File: src/sv/sqhtc_pkg.sv
// Package for the stack/queue/heap trace classifier.
// Holds operation and verdict codes, the controller state and command types,
// and the status struct. No dependencies.
package sqhtc_pkg;

  localparam int DEFAULT_STORE_DEPTH = 1024;
  localparam int DEFAULT_VALUE_BITS  = 16;

  localparam logic [1:0] OP_PUSH = 2'd0;
  localparam logic [1:0] OP_POP  = 2'd1;
  localparam logic [1:0] OP_END  = 2'd2;

  localparam logic [2:0] V_NOT_SURE   = 3'd0;
  localparam logic [2:0] V_STACK      = 3'd1;
  localparam logic [2:0] V_QUEUE      = 3'd2;
  localparam logic [2:0] V_PQ         = 3'd3;
  localparam logic [2:0] V_IMPOSSIBLE = 3'd4;

  typedef enum logic [3:0] {
    ST_IDLE,
    ST_DISPATCH,
    ST_HU_RD,
    ST_HU_CMP,
    ST_POP_CMP,
    ST_HD_LAST_RD,
    ST_HD_LAST,
    ST_HD_RD,
    ST_HD_CMP
  } state_t;

  typedef enum logic [3:0] {
    C_NONE,
    C_LATCH,
    C_PUSH,
    C_HU_RD,
    C_HU_PLACE,
    C_HU_MOVE,
    C_POP_RD,
    C_POP_CMP,
    C_HD_LAST_RD,
    C_HD_LAST,
    C_HD_RD,
    C_HD_PLACE,
    C_HD_MOVE,
    C_END
  } cmd_t;

  typedef struct packed {
    logic [1:0] op;
    logic       out_full;
    logic       heap_room;
    logic       pos_zero;
    logic       parent_ge;
    logic       heap_hit;
    logic       heap_left;
    logic       child_end;
    logic       sift_stop;
  } status_t;

  // Two flags set name the store whose flag is clear.
  function automatic logic [2:0] verdict_of(input logic lb, input logic fb, input logic hb);
    logic [1:0] n;
    n = 2'(lb) + 2'(fb) + 2'(hb);
    if (n <= 2'd1) return V_NOT_SURE;
    if (n == 2'd3) return V_IMPOSSIBLE;
    if (!lb) return V_STACK;
    if (!fb) return V_QUEUE;
    return V_PQ;
  endfunction

endpackage

File: src/sv/sqhtc_ctrl.sv
// Controller state machine of the trace classifier.
// Sequences push, pop and end-of-case commands; uses sqhtc_pkg.
module sqhtc_ctrl (
  input  logic               clk,
  input  logic               rst_n,
  input  logic               in_valid,
  input  logic [1:0]         in_operation,
  output logic               in_stall,
  input  sqhtc_pkg::status_t status,
  output sqhtc_pkg::cmd_t    cmd
);

  sqhtc_pkg::state_t state_r, state_nxt;

  // Stall while busy, and hold off an end-of-case item while the previous verdict still waits.
  assign in_stall = (state_r != sqhtc_pkg::ST_IDLE) ||
                    (status.out_full && in_operation == sqhtc_pkg::OP_END);

  always_ff @(posedge clk) begin
    if (!rst_n) begin
      state_r <= sqhtc_pkg::ST_IDLE;
    end else begin
      state_r <= state_nxt;
    end
  end

  // Next state and command.
  always_comb begin
    state_nxt = state_r;
    cmd       = sqhtc_pkg::C_NONE;
    unique case (state_r)
      sqhtc_pkg::ST_IDLE: begin
        if (in_valid && !in_stall) begin
          cmd       = sqhtc_pkg::C_LATCH;
          state_nxt = sqhtc_pkg::ST_DISPATCH;
        end
      end
      sqhtc_pkg::ST_DISPATCH: begin
        unique case (status.op)
          sqhtc_pkg::OP_PUSH: begin
            cmd       = sqhtc_pkg::C_PUSH;
            state_nxt = status.heap_room ? sqhtc_pkg::ST_HU_RD : sqhtc_pkg::ST_IDLE;
          end
          sqhtc_pkg::OP_POP: begin
            cmd       = sqhtc_pkg::C_POP_RD;
            state_nxt = sqhtc_pkg::ST_POP_CMP;
          end
          sqhtc_pkg::OP_END: begin
            cmd       = sqhtc_pkg::C_END;
            state_nxt = sqhtc_pkg::ST_IDLE;
          end
          default: state_nxt = sqhtc_pkg::ST_IDLE;
        endcase
      end
      sqhtc_pkg::ST_HU_RD: begin
        if (status.pos_zero) begin
          cmd       = sqhtc_pkg::C_HU_PLACE;
          state_nxt = sqhtc_pkg::ST_IDLE;
        end else begin
          cmd       = sqhtc_pkg::C_HU_RD;
          state_nxt = sqhtc_pkg::ST_HU_CMP;
        end
      end
      sqhtc_pkg::ST_HU_CMP: begin
        if (status.parent_ge) begin
          cmd       = sqhtc_pkg::C_HU_PLACE;
          state_nxt = sqhtc_pkg::ST_IDLE;
        end else begin
          cmd       = sqhtc_pkg::C_HU_MOVE;
          state_nxt = sqhtc_pkg::ST_HU_RD;
        end
      end
      sqhtc_pkg::ST_POP_CMP: begin
        cmd       = sqhtc_pkg::C_POP_CMP;
        state_nxt = (status.heap_hit && status.heap_left) ?
                    sqhtc_pkg::ST_HD_LAST_RD : sqhtc_pkg::ST_IDLE;
      end
      sqhtc_pkg::ST_HD_LAST_RD: begin
        cmd       = sqhtc_pkg::C_HD_LAST_RD;
        state_nxt = sqhtc_pkg::ST_HD_LAST;
      end
      sqhtc_pkg::ST_HD_LAST: begin
        cmd       = sqhtc_pkg::C_HD_LAST;
        state_nxt = sqhtc_pkg::ST_HD_RD;
      end
      sqhtc_pkg::ST_HD_RD: begin
        if (status.child_end) begin
          cmd       = sqhtc_pkg::C_HD_PLACE;
          state_nxt = sqhtc_pkg::ST_IDLE;
        end else begin
          cmd       = sqhtc_pkg::C_HD_RD;
          state_nxt = sqhtc_pkg::ST_HD_CMP;
        end
      end
      sqhtc_pkg::ST_HD_CMP: begin
        if (status.sift_stop) begin
          cmd       = sqhtc_pkg::C_HD_PLACE;
          state_nxt = sqhtc_pkg::ST_IDLE;
        end else begin
          cmd       = sqhtc_pkg::C_HD_MOVE;
          state_nxt = sqhtc_pkg::ST_HD_RD;
        end
      end
      default: state_nxt = sqhtc_pkg::ST_IDLE;
    endcase
  end

  // Items are only taken from the idle state.
  a_accept_idle: assert property (@(posedge clk) disable iff (!rst_n)
    (in_valid && !in_stall) |-> state_r == sqhtc_pkg::ST_IDLE)
    else $error("item accepted while busy");
  // A sift-up compare always follows a parent read.
  a_hu_order: assert property (@(posedge clk) disable iff (!rst_n)
    state_r == sqhtc_pkg::ST_HU_CMP |-> $past(state_r) == sqhtc_pkg::ST_HU_RD)
    else $error("sift-up compare without read");
  // A sift-down compare always follows a child read.
  a_hd_order: assert property (@(posedge clk) disable iff (!rst_n)
    state_r == sqhtc_pkg::ST_HD_CMP |-> $past(state_r) == sqhtc_pkg::ST_HD_RD)
    else $error("sift-down compare without read");

endmodule

File: config.mk
export PLATFORM = sky130hd
export DESIGN_NAME = sqhtc_ctrl
export DESIGN_NICKNAME = d
export VERILOG_FILES = /design/src/sv/sqhtc_pkg.sv /design/src/sv/sqhtc_ctrl.sv
export SDC_FILE = /design/constraint.sdc
export NUM_CORES = 1
export LEC_CHECK = 0
export ABC_AREA = 1
export ABC_CLOCK_PERIOD_IN_PS = 2620
export BUFFER_PORTS_ARGS = -buffer_cell sky130_fd_sc_hd__buf_4
export CORE_AREA = 2 2 39 41
export DETAILED_ROUTE_END_ITERATION = 8
export DIE_AREA = 0 0 41 43
export SYNTH_ARGS = -nofsm -noshare
export SYNTH_HDL_FRONTEND = slang
export SYNTH_SLANG_ARGS = --single-unit
File: constraint.sdc
create_clock -name clk -period 2.62 [get_ports clk]
set_clock_uncertainty 0.05 [all_clocks]
set_input_delay 0.786 -clock clk [delete_from_list [all_inputs] [get_ports clk]]
set_output_delay 0.786 -clock clk [all_outputs]
set_load 0.01 [all_outputs]
==> metrics <==
Worst-path clk slew 0.04 ns; H-tree depth 1; Final TNS setup 0 ns; Clock Tree Buf Depth 2; unrepaired setup endpoints after global routing no; Unique masters post-synth 13; Synth async-reset ratio 0%; # diodes 0; flop2flop setup slack 1.45 ns; CP Launch Type primary input; Worst setup EP type primary output; largest net degree at the start of global routing 9; clk_lat worst skew between 0.2 and 0.25 ns; # nets final about 130; Slew @ Worst Pin 0.225 ns; largest registers state_r: 4 flops; HP Class flip-flop to flip-flop; hold_ws ~0.55 ns; CP bufs+invs 3; Antenna Nets Post-Route 0; max reg flops 4; routed via count 575; Slew Viols, Final 0; post-CTS sizing 0; Fillers between 150 and 200; syn_area_per_cell between 5 and 6 µm²; Static Leak between 0.4 and 0.5 nW; GRT Util Overall 16.7%; critical path's top delay family buffers and inverters; detailed placer's ending HPWL about 990 µm; mapped cell area slightly below 500 µm²; Synth top area share around 22%; WP data arrival between 1.5 and 2 ns; Largest Register state_r; DR iter-0 viols 10; Fin. Hold Viols 0; Die W slightly above 40 µm; CTS Hold Bufs 0; vias per inst ~4.5; FF+latch area between 80 and 90 µm²; fraction of the cycle the final worst path needs 90.5%; drt first pass iters 4; Routability Congestion 0.843; cell taking the most area after synthesis nand2_1; Mapped Cells 90; initial core utilization around a third; most frequent cell after synthesis nand2_1; slowest stage cell, crit path ha_1; Worst Setup Path Type primary input to primary output; synth top area cells nand2_1, dfxtp_1, nand3_1; port buffer count 19; Die Ht between 40 and 50 µm; Yosys warnings 0; Setup Fix Bufs, Post-CTS 0; Max FO, Critical Path 3; Rel. slew slack 85.0%; layout cells sized above 1 around a quarter; io pins 20; CP cell instances buf_4 -> inv_1 -> ha_1 -> nor2_1 -> nor2_1 -> nand2_1 -> nand4_1 -> buf_4; GRT overflow 0; Multi-input gate area between 300 and 400 µm²; highest clock rate approximately 420 MHz; Max Cap Violations 0; initial antenna violation count 0; drt total wl roughly 1.1 mm; crit path time final approximately 2.4 ns; Sink Count 4; TritonCTS Buffers 3; Synth top cells by count nand2_1, inv_1, nor2_1; CP required 1.78 ns; core area about 1400 µm²; syn nets 109; status completed; Area Overhead vs Synth 38.3%; peak supply drop about 0.20 mV; Seq/Total Area, Yosys 16.6%; Synth Register Bits 4; Post-synth EDFFs 0; # setup viols final 0; max incr delay on CP 0.21 ns; first-pass GRT wire length approximately 2 mm; WL/cell a little under 9 µm; DRC Markers 0; clk root buf clkbuf_4; num rows 14; Cell Pwr Density ~350 nW/µm²; CTS tree built; Most used DFF post-synth dfxtp_1; Die Area approximately 1800 µm²; vias in the first global route roughly 560
worst min-delay path, delay by kind of cell, from the launching register on:
family / cells / cell delay (ns)
compound gates: 1 / 0.09
flops: 1 / 0.38
simple gates: 2 / 0.10
layout make-up:
type / instances / area share (%)
Clock buffer: 3 / 3.37
Inverter: 17 / 9.55
Multi-Input combinational cell: 69 / 50.7
Sequential cell: 4 / 12.0
Tap cell: 16 / 3.00
Timing Repair Buffer: 19 / 21.3
worst paths after layout:
path | end | start | cells past startpoint
worst min register to register | state_r[0] | state_r[3] | 3
worst max-delay path | cmd[1] | status[8] | 8
worst max register to register | state_r[2] | state_r[3] | 6
worst min-delay path | state_r[0] | state_r[3] | 3
cell families (layout without fill, tap and decap cells):
kind of cell             count (synthesis)  in the layout  synth area share, %
AO/OA/AOI/OAI                            3              3                 3.63
adder cells (fa/ha/maj)                  4              4                 10.4
flip-flops                               4              4                 16.6
AND/OR/NAND/NOR                         62             62                 56.2
buffers and inverters                   17             39                 13.2
report_power, final:
group | total, mW | internal, mW | switching [mW]
Combinational | 0.0914 | 0.0449 | 0.0464
Sequential | 0.0696 | 0.0645 | 0.00518
Clock | 0.0737 | 0.0511 | 0.0226
per-layer routing:
metal  global-route usage (%)  wire (µm)  vias up
met5                        0          0        -
met4                     8.00          0        0
met3                     1.57         27        0
met2                     25.3        544       10
met1                     22.7        557      240
li1                         -          -      325
placed cells by master (no fill, tap or decap):
master	count
nand3_1	12
inv_1	14
nand4_1	3
a21o_1	1
a21oi_1	2
nor2_4	1
nor3_1	1
clkbuf_4	3
ha_1	4
buf_4	19
inv_2	3
nor2_2	3
nand2_1	28
nor2_1	14
dfxtp_1	4
stage by stage:
stage	cell area [µm²]	worst slack (ns)	power, mW	instances	utilization, %
after floorplan	483	0.478	0.122	90	-
after global placement	646	0.246	0.162	125	46.7
after detailed placement	646	0.231	0.163	125	46.7
after CTS	668	0.234	0.240	128	48.3
after global routing	668	0.150	0.259	128	48.3
final	668	0.249	0.235	128	48.3
No activity file was read; power rests on OpenSTA's default activity.
